===== src/hdl/fts_pkg.sv =====
// Shared types and constants of the frame timing statistics block.
// No dependencies; every other file imports this package.
package fts_pkg;

	localparam int FT_W     = 36;
	localparam int FTP_W    = 35;
	localparam int FRM_W    = 8;
	localparam int TOT_W    = 32;
	localparam int LOST_W   = 33;
	localparam int RATE_W   = 32;
	localparam int MEAN_W   = 43;
	localparam int DEV_W    = 24;
	localparam int ALPHA_W  = 16;
	localparam int WARM_W   = 16;
	localparam int CIDX_W   = 1;
	localparam int CDATA_W  = 16;

	localparam int QUEUE_DEPTH = 2;
	localparam int QPTR_W      = $clog2(QUEUE_DEPTH);

	localparam logic [29:0] NS_PER_S  = 30'd1000000000;
	localparam logic [22:0] DEV_SCALE = 23'd6553600;

	localparam logic [ALPHA_W-1:0] ALPHA_RESET  = 16'd6554;
	localparam logic [WARM_W-1:0]  WARMUP_RESET = 16'd240;

	typedef enum logic [0:0] {
		CMD_RECORD = 1'b0,
		CMD_CLEAR  = 1'b1
	} command_t;

	typedef enum logic [0:0] {
		REG_SMOOTHING = 1'b0,
		REG_WARMUP    = 1'b1
	} reg_index_t;

	typedef enum logic [1:0] {
		OP_CLEAR,
		OP_COUNT,
		OP_TIMED
	} op_t;

	typedef struct packed {
		op_t              op;
		logic [FTP_W-1:0] ft;
		logic [FRM_W-1:0] run;
		logic [FRM_W-1:0] req;
	} item_t;

	typedef struct packed {
		logic full;
		logic empty;
	} qstat_t;

	typedef struct packed {
		logic [ALPHA_W-1:0] alpha;
		logic [WARM_W-1:0]  warmup;
	} cfg_t;

	typedef enum logic [4:0] {
		B_IDLE,
		B_LOAD,
		B_MEAN,
		B_AD,
		B_STEP,
		B_VMUL,
		B_VSUM,
		B_VSCALE,
		B_WARM,
		B_RLO,
		B_RHI,
		B_RCHK,
		B_SQ0,
		B_SQRT,
		B_DMUL,
		B_DCHK,
		B_DIV,
		B_DONE
	} bstate_t;

endpackage


===== src/hdl/fts_queue.sv =====
// Short queue of classified words between front end and back end.
// Depends on fts_pkg.
module fts_queue (
	input  logic            clk,
	input  logic            arst_n,
	input  logic            push,
	input  fts_pkg::item_t  entry,
	input  logic            pop,
	output fts_pkg::item_t  head,
	output fts_pkg::qstat_t qstat
);
	import fts_pkg::*;

	item_t             mem_q [QUEUE_DEPTH];
	logic [QPTR_W-1:0] wp_q, rp_q;
	logic [QPTR_W:0]   fill_q;
	logic              do_push, do_pop;

	assign qstat.full  = (fill_q == (QPTR_W+1)'(QUEUE_DEPTH));
	assign qstat.empty = (fill_q == '0);
	assign do_push     = push && !qstat.full;
	assign do_pop      = pop && !qstat.empty;
	assign head        = mem_q[rp_q];

	always_ff @(posedge clk) begin
		if (do_push) begin
			mem_q[wp_q] <= entry;
		end
	end

	always_ff @(posedge clk or negedge arst_n) begin
		if (!arst_n) begin
			wp_q   <= '0;
			rp_q   <= '0;
			fill_q <= '0;
		end else begin
			if (do_push) begin
				wp_q <= wp_q + 1'b1;
			end
			if (do_pop) begin
				rp_q <= rp_q + 1'b1;
			end
			if (do_push && !do_pop) begin
				fill_q <= fill_q + 1'b1;
			end else if (do_pop && !do_push) begin
				fill_q <= fill_q - 1'b1;
			end
		end
	end
endmodule


===== config.mk =====
export PLATFORM = sky130hd
export DESIGN_NAME = fts_queue
export DESIGN_NICKNAME = d
export VERILOG_FILES = /design/src/hdl/fts_pkg.sv /design/src/hdl/fts_queue.sv
export SDC_FILE = /design/constraint.sdc
export NUM_CORES = 1
export LEC_CHECK = 0
export BUFFER_PORTS_ARGS = -buffer_cell sky130_fd_sc_hd__buf_2
export CORE_AREA = 2 2 117 131
export CTS_CLUSTER_SIZE = 16
export DETAILED_ROUTE_END_ITERATION = 10
export DIE_AREA = 0 0 119 133
export GPL_ROUTABILITY_DRIVEN = 0
export PLACE_DENSITY = 0.56
export SLEW_MARGIN = 10
export SYNTH_ARGS = -nofsm -noshare
export SYNTH_HDL_FRONTEND = slang
export SYNTH_SLANG_ARGS = --single-unit

===== constraint.sdc =====
create_clock -name clk -period 7.75 [get_ports clk]
set_input_delay 1.55 -clock clk [delete_from_list [all_inputs] [get_ports clk]]
set_output_delay 1.55 -clock clk [all_outputs]
set_load 0.02 [all_outputs]

==> results.yml <==
status:
  outcome: "completed"
power:
  power.leakage_nw: 2.10
  power_per_cell_area_nw_per_um2: 392
  irDropWorstVdd_uv: 255
cts:
  ctsHtreeMaxLevel: 3
  clk_path_buf_depth: 2
  post_cts_buffers: 0
  post_cts_resized: 0
  cts_root_buf: "clkbuf_16"
  clock_latency_ns: 0.34
  path_clk_slew_ns: 0.07
  cts_tree: "done"
  cts_buffers: 9
  holdBufCountCts: 0
  cts_num_sinks: 110
global_route:
  grt_pass1_vias: 2246
  grt_max_degree: 55
  grt_remaining_overflow: 0
  grt.total_usage_pct: 9.83
  grt_antenna_before_repair: 1
  grt_pass1_wl_um: 11500
final_layout:
  layout-drive-gt1-share_pct: 59.9
  nNetsFinal: 360
  area_growth_pct: 24.2
  fillerInstances: 1415
  postLayoutCellArea_sq_um: 5310
yosys:
  yosys_register_bits: 110
  synth_warnings: 0
  synth_cell_types: 15
  syn_inst: 184
  syn_area_sq_um: 4270
  ys_seq_area_share_pct: 76.9
  yosys.area.top_type: "edfxtp_1"
  yosysTopAreaCellShare_pct: 74.5
  synth_nets: 242
  syn_avg_cell_area_sq_um: 23.2
  synth_area_leaders: "edfxtp_1, mux2_4, buf_12"
timing:
  finalMaxSlewViolations: 0
  finClkSkew_ns: 0.00426
  fin_crit_sh_pct: 46.7
  final-hold-violation-count: 0
  max-slew-margin-rel_pct: 30.4
  rsz0062_at_grt: "false"
  min_period_ns: 3.62
  tns_ns: 0
  report.final.setup_viol: 0
  fmax_mhz: 276
  worstMarginPinSlew_ns: 1.04
floorplanning:
  row_count: 47
  num_io_pins: 112
  die_area_sq_um: 15800
  start_util_pct: 29.2
  fp.dieW_um: 119
  core-area_sq_um: 14600
  dieHeight_um: 133
setup_path:
  critical_path_class: "reg2out"
  slowest_delay_ns: 1.12
  cp-start-kind: "register"
  crit_slowest_cell: "dfrtp_4"
  crit_family: "flip-flops"
  arrival_ns: 2.07
  cp_cell_sequence: "mux2_2 > buf_2"
  path_buf_inv: 1
  path_max_fanout: 54
  cp_data_required_time_ns: 6.20
  setup.worst_path.end_class: "primary output"
routing:
  drtIter0Drc: 116
  dr.pass1.iters: 6
  wirelength_um: 7330
  wl_per_cell_um: 14.5
  final_antenna_net_count: 0
  drc: 0
  vias: 2025
  viasPerCell: 4.02
job:
  maxCapViolations: 0
min_path:
  hold_class: "reg2reg"
placement:
  post_dp_cell_area_sq_um: 4990
  portBuffers: 111
  dp.final_hpwl_um: 4760
[cells in the mapped netlist]
master    number
o21ai_1        1
buf_12         5
xnor2_1        3
ha_1           1
dfrtp_1        4
nor2_1         3
mux2_4        49
inv_1          2
mux2_2         4
nand2_1        1
edfxtp_1     106
nand2b_1       1
xor2_1         2
buf_6          1
and3_1         1
[metal layers]
metal | global-route usage (%) | up-vias | share of wire, %
li1 | - | 956 | -
met5 | 0 | - | 0
met1 | 10.7 | 992 | 40
met2 | 16.7 | 67 | 52
met3 | 3.84 | 10 | 6.5
met4 | 4.76 | 0 | 2.0
[flip-flops by register name (all words and copies together), names as in the netlist]
register	count
rp_q	1
fill_q	2
wp_q	1
mem_q	106
[cells in the final DEF (no fill, tap or decap)]
cell type   instances
and3_2              1
buf_2             111
buf_4               2
bufinv_16           2
clkbuf_16           9
clkinv_1            1
clkinv_2            2
clkinvlp_4          2
dfrtp_1             3
dfrtp_4             1
diode_2             1
edfxtp_1          106
ha_1                1
inv_1               2
mux2_2              4
mux2_4             49
nand2_1             1
nand2b_1            1
nor2_1              2
nor2_4              1
o21ai_1             1
xnor2_1             3
xor2_1              2
[per-stage QoR]
step	hold WS (ns)	total power, mW	instances	utilization (%)	setup slack, ns
floorplan	0.461	1.47	184	-	3.43
global placement	0.504	1.62	487	34.1	4.45
detailed placement	0.525	1.64	487	34.1	4.40
CTS	0.534	2.13	503	36.2	4.07
global route	0.553	2.19	503	36.2	4.02
finish	0.534	2.08	504	36.2	4.13
[kinds of logic after synthesis]
| family | Yosys count | share of synthesized area, % |
|---|---|---|
| multiplexers | 53 | 18.3 |
| AO/OA/AOI/OAI | 1 | 0.117 |
| flip-flops | 110 | 76.9 |
| XOR/XNOR | 5 | 1.03 |
| adder cells (fa/ha/maj) | 1 | 0.293 |
| buffers and inverters | 8 | 2.78 |
| AND/OR/NAND/NOR | 6 | 0.644 |
[cell type report]
| type | count | area (sq um) | share of cell area, % |
|---|---|---|---|
| Antenna cell | 1 | 2.50 | 0.0472 |
| Timing Repair Buffer | 113 | 571 | 10.8 |
| Clock inverter | 7 | 88.8 | 1.67 |
| Multi-Input combinational cell | 66 | 878 | 16.6 |
| Sequential cell | 110 | 3290 | 62.0 |
| Tap cell | 196 | 245 | 4.62 |
| Clock buffer | 9 | 225 | 4.25 |
| Inverter | 2 | 7.51 | 0.142 |
[where the power goes]
part	total [mW]	internal, mW	leakage, nW	switching [mW]
Combinational	0.671	0.328	0.923	0.343
Clock	0.480	0.281	0.149	0.200
Sequential	0.931	0.814	1.03	0.116
[worst paths after layout]
check	slack [ns]	cells past startpoint	end	start
worst max-delay path	4.13	2	head[31]	rp_q
worst min-delay path	0.53	1	fill_q[1]	fill_q[1]
worst max register to register	5.54	4	mem_q[0][38]	fill_q[0]
worst min register to register	0.53	1	fill_q[1]	fill_q[1]
max in group asynchronous	6.62	1	rp_q	arst_n
min in group asynchronous	1.00	1	fill_q[1]	arst_n
Note: power is estimated with default switching activity, not from simulation.
