**src/hdl/fts_pkg.sv**
```systemverilog
// Shared types and constants of the frame timing statistics block.
// No dependencies; every other file imports this package.
package fts_pkg;

	localparam int FT_W     = 36;
	localparam int FTP_W    = 35;
	localparam int FRM_W    = 8;
	localparam int TOT_W    = 32;
	localparam int LOST_W   = 33;
	localparam int RATE_W   = 32;
	localparam int MEAN_W   = 43;
	localparam int DEV_W    = 24;
	localparam int ALPHA_W  = 16;
	localparam int WARM_W   = 16;
	localparam int CIDX_W   = 1;
	localparam int CDATA_W  = 16;

	localparam int QUEUE_DEPTH = 2;
	localparam int QPTR_W      = $clog2(QUEUE_DEPTH);

	localparam logic [29:0] NS_PER_S  = 30'd1000000000;
	localparam logic [22:0] DEV_SCALE = 23'd6553600;

	localparam logic [ALPHA_W-1:0] ALPHA_RESET  = 16'd6554;
	localparam logic [WARM_W-1:0]  WARMUP_RESET = 16'd240;

	typedef enum logic [0:0] {
		CMD_RECORD = 1'b0,
		CMD_CLEAR  = 1'b1
	} command_t;

	typedef enum logic [0:0] {
		REG_SMOOTHING = 1'b0,
		REG_WARMUP    = 1'b1
	} reg_index_t;

	typedef enum logic [1:0] {
		OP_CLEAR,
		OP_COUNT,
		OP_TIMED
	} op_t;

	typedef struct packed {
		op_t              op;
		logic [FTP_W-1:0] ft;
		logic [FRM_W-1:0] run;
		logic [FRM_W-1:0] req;
	} item_t;

	typedef struct packed {
		logic full;
		logic empty;
	} qstat_t;

	typedef struct packed {
		logic [ALPHA_W-1:0] alpha;
		logic [WARM_W-1:0]  warmup;
	} cfg_t;

	typedef enum logic [4:0] {
		B_IDLE,
		B_LOAD,
		B_MEAN,
		B_AD,
		B_STEP,
		B_VMUL,
		B_VSUM,
		B_VSCALE,
		B_WARM,
		B_RLO,
		B_RHI,
		B_RCHK,
		B_SQ0,
		B_SQRT,
		B_DMUL,
		B_DCHK,
		B_DIV,
		B_DONE
	} bstate_t;

endpackage

```
**src/hdl/fts_if.sv**
```systemverilog
// Stream interfaces of the frame timing statistics block: input words and result words.
// Depends on fts_pkg for field widths.
interface fts_in_if;
	import fts_pkg::*;
	logic                    valid;
	logic                    ready;
	logic                    command;
	logic signed [FT_W-1:0]  frame_time_ns;
	logic [FRM_W-1:0]        frames_run;
	logic [FRM_W-1:0]        frames_requested;

	modport source (output valid, command, frame_time_ns, frames_run, frames_requested,
		input ready);
	modport sink (input valid, command, frame_time_ns, frames_run, frames_requested,
		output ready);
endinterface


```
**src/hdl/fts_front.sv**
```systemverilog
// Front end: takes input words and classifies them into queue entries.
// Depends on fts_pkg and fts_in_if.
module fts_front (
	fts_in_if.sink          items,
	input  fts_pkg::qstat_t qstat,
	output logic            push,
	output fts_pkg::item_t  entry
);
	import fts_pkg::*;

	logic timed;

	assign items.ready = !qstat.full;
	assign push        = items.valid && !qstat.full;

	// positive frame time only
	assign timed = !items.frame_time_ns[FT_W-1] && (items.frame_time_ns != '0);

	always_comb begin
		if (items.command == CMD_CLEAR) begin
			entry.op = OP_CLEAR;
		end else if (timed) begin
			entry.op = OP_TIMED;
		end else begin
			entry.op = OP_COUNT;
		end
		entry.ft  = items.frame_time_ns[FTP_W-1:0];
		entry.run = items.frames_run;
		entry.req = items.frames_requested;
	end
endmodule

```
**src/flat_wrapper.sv**
```systemverilog
// flat-port wrapper written by rule: the top's interface ports become plain ports
module fts_front_flat import fts_pkg::*;
  (qstat, push, entry, items_valid, items_command, items_frame_time_ns, items_frames_run, items_frames_requested, items_ready);
  fts_in_if items_i ();
  input  fts_pkg::qstat_t qstat;
  output logic push;
  output fts_pkg::item_t entry;
  input wire logic [$bits(items_i.valid)-1:0] items_valid;
  input wire logic [$bits(items_i.command)-1:0] items_command;
  input wire logic [$bits(items_i.frame_time_ns)-1:0] items_frame_time_ns;
  input wire logic [$bits(items_i.frames_run)-1:0] items_frames_run;
  input wire logic [$bits(items_i.frames_requested)-1:0] items_frames_requested;
  output wire logic [$bits(items_i.ready)-1:0] items_ready;
  assign items_i.valid = items_valid;
  assign items_i.command = items_command;
  assign items_i.frame_time_ns = items_frame_time_ns;
  assign items_i.frames_run = items_frames_run;
  assign items_i.frames_requested = items_frames_requested;
  assign items_ready = items_i.ready;
  fts_front u_core (.items(items_i), .qstat(qstat), .push(push), .entry(entry));
endmodule
```
**config.mk**
```make
export PLATFORM = sky130hd
export DESIGN_NAME = fts_front_flat
export DESIGN_NICKNAME = d
export VERILOG_FILES = /design/src/hdl/fts_pkg.sv /design/src/hdl/fts_if.sv /design/src/hdl/fts_front.sv /design/src/flat_wrapper.sv
export SDC_FILE = /design/constraint.sdc
export NUM_CORES = 1
export LEC_CHECK = 0
export BUFFER_PORTS_ARGS = -buffer_cell sky130_fd_sc_hd__buf_2
export CORE_ASPECT_RATIO = 1.25
export CORE_MARGIN = 2
export CORE_UTILIZATION = 25
export DETAILED_ROUTE_END_ITERATION = 8
export PLACE_DENSITY = 0.85
export SETUP_SLACK_MARGIN = 0.4
export SLEW_MARGIN = 10
export SYNTH_ARGS = -nofsm -noshare
export SYNTH_HDL_FRONTEND = slang
export SYNTH_SLANG_ARGS = --single-unit
```
**constraint.sdc**
```tcl
create_clock -name vclk -period 1.4
set_input_delay 0.28 -clock vclk [all_inputs]
set_output_delay 0.28 -clock vclk [all_outputs]
set_load 0.01 [all_outputs]
```
==> flow_summary_export.csv, run 1 <==
group,metric,value,unit
grt,globalRouteOverflowTotal,0,
grt,grt_max_degree,4,
drt,vias_per_cell,4.40,
critical_path,worstSetupPathType,"in -> out",
grt,grt_pass1_wl,1.69,mm
critical_path,required,1.12,ns
logic_synthesis,synth_top_cells_by_area,"buf_4, nor4_1, o41ai_2",
finish,seq_area,0,µm²
grt,grt_use_total,8.84,%
status,outcome,"finished with violations",
grt,antenna_found_initial,0,
worst_hold_path,hp-start,"items_frames_run[3]",
power_and_ir_drop,peakVddDrop,115,µV
critical_path,path_buf_inv,2,
critical_path,endpoint_kind,"output pin",
drt,post-route-drc-count,0,
logic_synthesis,synthCells,69,
worst_hold_path,hold_path_depth,0,
drt,via_count,528,
drt,wl_per_cell,10.1,µm
finish,layout.nets,158,
floorplan,dieArea,2390,µm²
drt,postRouteAntennaNets,0,
finish,clock_buffers,0,
finish,areaGrowthSynthToFinish,29.5,%
critical_path,crit_path_cell_trace,"buf_6, nor4_2, nand4_1, o41ai_2, buf_2",
timing,setup_viol,2,
logic_synthesis,synthTopCellsByCount,"buf_4, nor4_1",
floorplan,ios,111,
status,violations,"setup timing",
critical_path,path_depth,5,
timing,period_needed,1.62,ns
floorplan,core_area,1940,µm²
logic_synthesis,ys_types,13,
drt,drt-initial-drc-count,0,
timing,tightest_slew,0.220,ns
drt,wirelength,1.21,mm
drt,drt-pass1-iter-count,1,
logic_synthesis,synth_area,504,µm²
logic_synthesis,synth_fp_nets,125,
power_and_ir_drop,power_density,302,nW/µm²
place,post-dp-hpwl,1.08,mm
place,place_area,588,µm²
critical_path,crit_family,"simple AND/OR/NAND/NOR gates",
timing,fmax,616,MHz
timing,slew_violations,0,
critical_path,crit_start,"items_frame_time_ns[21]",
critical_path,critical-path-slowest-cell,"o41ai_2",
logic_synthesis,synth-seq-area-share,0,%
logic_synthesis,yosysMostFrequentCell,"buf_4",
timing,layout_setup_ws,-0.223,ns
critical_path,crit_arrival,1.34,ns
finish,final_cell_area,653,µm²
place,io_buffers,78,
power_and_ir_drop,p_leak,0.371,nW
logic_synthesis,yosys.area.top_type,"buf_4",
finish,n_sequential_cell,0,
timing,hold_viol_final,0,
grt,grt_pass1_vias,451,
floorplan,num_rows,18,
logic_synthesis,syn_avg_cell_area,7.31,µm²
place,finalWeightedCongestion,0.667,
logic_synthesis,ys_warn_count,0,
timing,post-route-period-util,116,%
timing,slew_headroom,85.2,%
run,cap_violations,0,
finish,diodes,0,
critical_path,worst_setup_path_start_kind,"primary input",
floorplan,die_w,44.2,µm
place,pre_cts_slack,-0.329,ns
floorplan,initial_utilization,26.0,%
floorplan,die_y,54.2,µm
timing,rsz0062_at_grt,"true",
critical_path,cp_max_fo,2,
worst_hold_path,hp-class,"in -> out",
finish,layout-drive-gt1-share,89.0,%
logic_synthesis,synth_top_area_share,75.9,%
critical_path,critPathMaxStageDelay,0.33,ns
where the power goes:
part / internal, mW / switching (mW)
clock network: 0 / 0
registers: 0 / 0
logic: 0.104 / 0.0940
cell type report:
class                           instances  area, µm²
Fill cell                             207       1280
Timing Repair Buffer                   82        449
Multi-Input combinational cell         17        175
Tap cell                               20       25.0
Inverter                                1       3.75
metrics by stage:
stage / utilization (%) / setup TNS (ns) / power, mW / hold WS (ns) / cells
after floorplan: - / 0 / 0.167 / 0.604 / 69
after global placement: 30.4 / -0.549 / 0.179 / 0.560 / 120
after detailed placement: 30.4 / -0.560 / 0.180 / 0.560 / 120
after CTS: 33.1 / -0.473 / 0.195 / 0.560 / 120
after global routing: 33.7 / -0.559 / 0.215 / 0.560 / 120
final: 33.7 / -0.349 / 0.198 / 0.560 / 120
layer usage:
metal | GRT usage (%) | wire, µm | share of wire [%] | vias to the layer above
li1 | - | - | - | 244
met1 | 7.84 | 338 | 28 | 219
met2 | 19.1 | 640 | 53 | 59
met3 | 2.31 | 209 | 17 | 6
met4 | 2.02 | 24 | 2.0 | 0
met5 | 0 | 0 | 0 | -
layout by cell type (no fill, tap or decap):
cell      synthesis  routed
nor4_1            7       2
o41ai_2           1       1
nand4_1           1       1
nor2_1            1       1
buf_4            51       4
nand2b_1          1       1
nand3_1           1       1
buf_6             0       3
buf_2             0      74
inv_1             1       1
nor2b_1           1       1
nor4_2            1       3
nor4_4            0       3
buf_8             0       1
nand2_1           1       1
nor3_1            1       1
o31a_1            1       1
worst paths after layout:
path | endpoint
setup / recovery | entry[51]
hold / removal | entry[11]
kinds of logic (layout without fill, tap and decap cells):
kind of cell	count (synthesis)	count (layout)	share of synthesized area (%)
and+or+nand+nor	15	15	18.4
buffers and inverters	52	83	76.7
AOI/OAI and AO/OA	2	2	4.96
timing repair:
item,in CTS,in global routing
endpoints found under the setup margin,2,2
gates resized for setup,8,2
setup buffers,0,0
pin swaps,5,3
hold buffers,0,0
No activity file was read; power rests on OpenSTA's default activity.
==> inputs of run 2 (changes only) <==
Settings changed: BUFFER_PORTS_ARGS -buffer_cell sky130_fd_sc_hd__buf_2 to -buffer_cell sky130_fd_sc_hd__buf_4.
==> flow_summary_export.csv, run 2 (synthesis results as in run 1) <==
group,metric,value,unit
critical_path,crit_arrival,1.34,ns
timing,post-route-period-util,116,%
critical_path,worstSetupPathType,"in -> out",
floorplan,dieArea,2390,µm²
drt,via_count,542,
critical_path,worst_setup_path_start_kind,"primary input",
critical_path,crit_path_cell_trace,"buf_4, nor4_2, nand4_1, o41ai_2, buf_4",
power_and_ir_drop,power_density,311,nW/µm²
drt,drt-pass1-iter-count,1,
drt,vias_per_cell,4.52,
grt,grt_pass1_wl,2.04,mm
drt,wl_per_cell,12.0,µm
finish,final_common_cell,"buf_4",
timing,setup_viol,2,
worst_hold_path,hold_path_depth,0,
finish,layout-drive-gt1-share,90.0,%
finish,layout.nets,158,
timing,slew_violations,0,
critical_path,crit_family,"simple AND/OR/NAND/NOR gates",
grt,grt_max_degree,4,
timing,layout_setup_ws,-0.218,ns
drt,postRouteAntennaNets,0,
critical_path,path_buf_inv,2,
place,finalWeightedCongestion,0.653,
timing,hold_viol_final,0,
run,cap_violations,0,
grt,grt_use_total,10.6,%
place,io_buffers,78,
timing,slew_headroom,84.9,%
critical_path,critical-path-slowest-cell,"o41ai_2",
floorplan,num_rows,18,
drt,wirelength,1.44,mm
critical_path,path_depth,5,
timing,tightest_slew,0.224,ns
critical_path,required,1.12,ns
timing,fmax,618,MHz
critical_path,endpoint_kind,"output pin",
grt,antenna_found_initial,0,
finish,seq_area,0,µm²
status,outcome,"finished with violations",
grt,grt_pass1_vias,524,
floorplan,die_y,54.2,µm
finish,final_util,44.1,%
drt,drt-initial-drc-count,0,
critical_path,critPathMaxStageDelay,0.34,ns
status,violations,"setup timing",
power_and_ir_drop,peakVddDrop,133,µV
timing,timing.setup.tns,-0.345,ns
finish,clock_buffers,0,
grt,globalRouteOverflowTotal,0,
floorplan,die_w,44.2,µm
critical_path,cp_max_fo,2,
finish,diodes,0,
timing,period_needed,1.62,ns
floorplan,core_area,1940,µm²
timing,rsz0062_at_grt,"true",
power_and_ir_drop,p_leak,0.435,nW
finish,areaGrowthSynthToFinish,69.2,%
floorplan,initial_utilization,26.0,%
finish,n_sequential_cell,0,
floorplan,ios,111,
critical_path,path_common_cell,"buf_4",
finish,final_cell_mix,"buf_4, nor4_4, nor4_2, buf_6",
worst_hold_path,hp-class,"in -> out",
drt,post-route-drc-count,0,
==> run 2: changes by cell type in the layout (fill, tap and decap cells not counted) <==
| cell | previous run | this run |
|---|---|---|
| buf_2 | 74 | 0 |
| buf_4 | 4 | 78 |
| nor4_1 | 2 | 1 |
| nor4_4 | 3 | 4 |
==> run 2: final cells by class <==
| class | count | area [µm²] |
|---|---|---|
| tap | 20 | 25.0 |
| timing repair buffer | 82 | 634 |
| multi-input combinational | 17 | 190 |
| inverter | 1 | 3.75 |
| fill | 177 | 1080 |
==> run 2: routing by layer <==
metal | routed length [µm] | track usage (%) | vias up
li1 | - | - | 243
met2 | 823 | 23.3 | 59
met1 | 375 | 9.61 | 234
met4 | 24 | 2.02 | 0
met5 | 0 | 0 | -
met3 | 212 | 2.31 | 6
==> run 2: worst paths after layout <==
path / startpoint / endpoint
max: items_frame_time_ns[4] / entry[51]
min: items_frames_run[3] / entry[11]
==> run 2: power by group <==
| group | internal [mW] | switching [mW] |
|---|---|---|
| sequential | 0 | 0 |
| clock | 0 | 0 |
| combinational | 0.163 | 0.103 |
| total | 0.163 | 0.103 |
==> run 2: per-stage QoR <==
| stage | total power, mW | instances | worst slack (ns) | hold slack [ns] | area [µm²] |
|---|---|---|---|---|---|
| 2_1_floorplan | 0.167 | 69 | 0.0175 | 0.604 | 526 |
| 3_3_place_gp | 0.242 | 119 | -0.311 | 0.560 | 776 |
| 3_5_place_dp | 0.246 | 119 | -0.318 | 0.560 | 776 |
| 4_1_cts | 0.262 | 120 | -0.291 | 0.560 | 835 |
| 5_1_grt | 0.284 | 120 | -0.291 | 0.560 | 853 |
| 6_report | 0.266 | 120 | -0.218 | 0.560 | 853 |
==> run 2: what timing repair did <==
item	CTS	global route
setup buffers	1	0
endpoints found under the hold margin	0	0
setup endpoints to repair	2	2
resized for setup	9	3
pin swaps	5	3
hold buffers	0	0
==> inputs of run 3 (changes only) <==
Settings changed: CORE_MARGIN 2 to 4.
==> flow_summary_export.csv, run 3 (synthesis results as in run 1) <==
group,metric,value,unit
status,outcome,"finished with violations",
status,violations,"setup timing",
worst_hold_path,hp-class,"in -> out",
finish,n_sequential_cell,0,
drt,drt-initial-drc-count,3,
grt,grt_pass1_wl,2.36,mm
finish,final_common_cell,"buf_4",
timing,rsz0062_at_grt,"true",
place,finalWeightedCongestion,0.629,
floorplan,die_w,48.2,µm
timing,hold_viol_final,0,
finish,seq_area,0,µm²
floorplan,ios,111,
worst_hold_path,hold_path_depth,0,
timing,hold_slack,0.560,ns
critical_path,crit_arrival,1.36,ns
finish,areaGrowthSynthToFinish,68.5,%
floorplan,core_area,1850,µm²
drt,wl_per_cell,15.3,µm
floorplan,dieArea,2800,µm²
grt,grt_use_total,10.9,%
place,pre_cts_slack,-0.335,ns
finish,clock_buffers,0,
power_and_ir_drop,p_leak,0.431,nW
timing,timing.setup.tns,-0.472,ns
critical_path,crit_path_cell_trace,"buf_8, nor4_4, nand4_1, buf_4, o31a_1, buf_6",
timing,tightest_slew,0.261,ns
critical_path,path_depth,6,
place,dp.cells,116,
grt,globalRouteOverflowTotal,0,
critical_path,endpoint_kind,"output pin",
critical_path,cp_max_fo,2,
timing,slew_headroom,82.4,%
drt,vias_per_cell,4.59,
floorplan,initial_utilization,27.2,%
grt,grt_pass1_vias,585,
finish,layout.nets,156,
floorplan,num_rows,17,
timing,fmax,611,MHz
timing,layout_setup_ws,-0.238,ns
finish,final_cell_mix,"buf_4, buf_6, nor4_4, nor4_2, nor4_1",
critical_path,critical-path-slowest-cell,"nor4_4",
drt,via_count,537,
finish,stdcell_count,117,
power_and_ir_drop,peakVddDrop,128,µV
critical_path,worstSetupPathType,"in -> out",
power_and_ir_drop,power_density,311,nW/µm²
drt,wirelength,1.79,mm
drt,drt-pass1-iter-count,2,
critical_path,critPathMaxStageDelay,0.25,ns
critical_path,required,1.12,ns
finish,diodes,0,
timing,post-route-period-util,117,%
run,cap_violations,0,
timing,setup_viol,2,
critical_path,path_buf_inv,3,
grt,grt_max_degree,4,
timing,period_needed,1.64,ns
drt,post-route-drc-count,0,
critical_path,crit_family,"simple AND/OR/NAND/NOR gates",
timing,slew_violations,0,
drt,postRouteAntennaNets,0,
finish,fillers,183,
critical_path,worst_setup_path_start_kind,"primary input",
floorplan,die_y,58.2,µm
grt,antenna_found_initial,0,
place,io_buffers,78,
finish,layout-drive-gt1-share,88.8,%
[run 3: cell types whose count changed in the layout (fill, tap and decap cells not counted)]
cell,previous run,this run
buf_4,78,71
buf_6,3,8
nor4_2,3,2
nor4_1,1,2
[run 3: metal layers]
metal	vias to the layer above	wire length, µm	global-route usage [%]
met4	0	27	2.31
li1	238	-	-
met3	6	345	3.42
met1	231	363	8.26
met2	62	1050	23.1
met5	-	0	0
[run 3: power breakdown]
part / total, mW / switching [mW] / leakage (nW) / internal (mW)
clock: 0 / 0 / 0 / 0
combinational: 0.265 / 0.102 / 0.431 / 0.162
sequential: 0 / 0 / 0 / 0
[run 3: final timing paths]
check	startpoint	to	slack, ns
max	items_frame_time_ns[21]	entry[52]	-0.24
min	items_frames_requested[2]	entry[2]	0.56
[run 3: area by class of cell]
| type | count | area [µm²] | share of cell area (%) |
|---|---|---|---|
| Timing Repair Buffer | 80 | 638 | 75.1 |
| Inverter | 1 | 3.75 | 0.442 |
| Multi-Input combinational cell | 17 | 184 | 21.6 |
| Tap cell | 19 | 23.8 | 2.80 |
[run 3: through the flow]
step / total power, mW / util [%] / cell area (µm²)
finish: 0.265 / 45.9 / 850
global route: 0.285 / 45.9 / 850
CTS: 0.258 / 44.2 / 817
detailed placement: 0.245 / 41.0 / 759
global placement: 0.239 / 41.0 / 759
floorplan: 0.167 / - / 526
[run 3: timing repair]
item | 4_1_cts | 5_1_grt
gates resized for setup | 10 | 6
hold buffers | 0 | 0
setup endpoints to repair | 2 | 2
buffers inserted | 1 | 0
pin swaps | 6 | 5
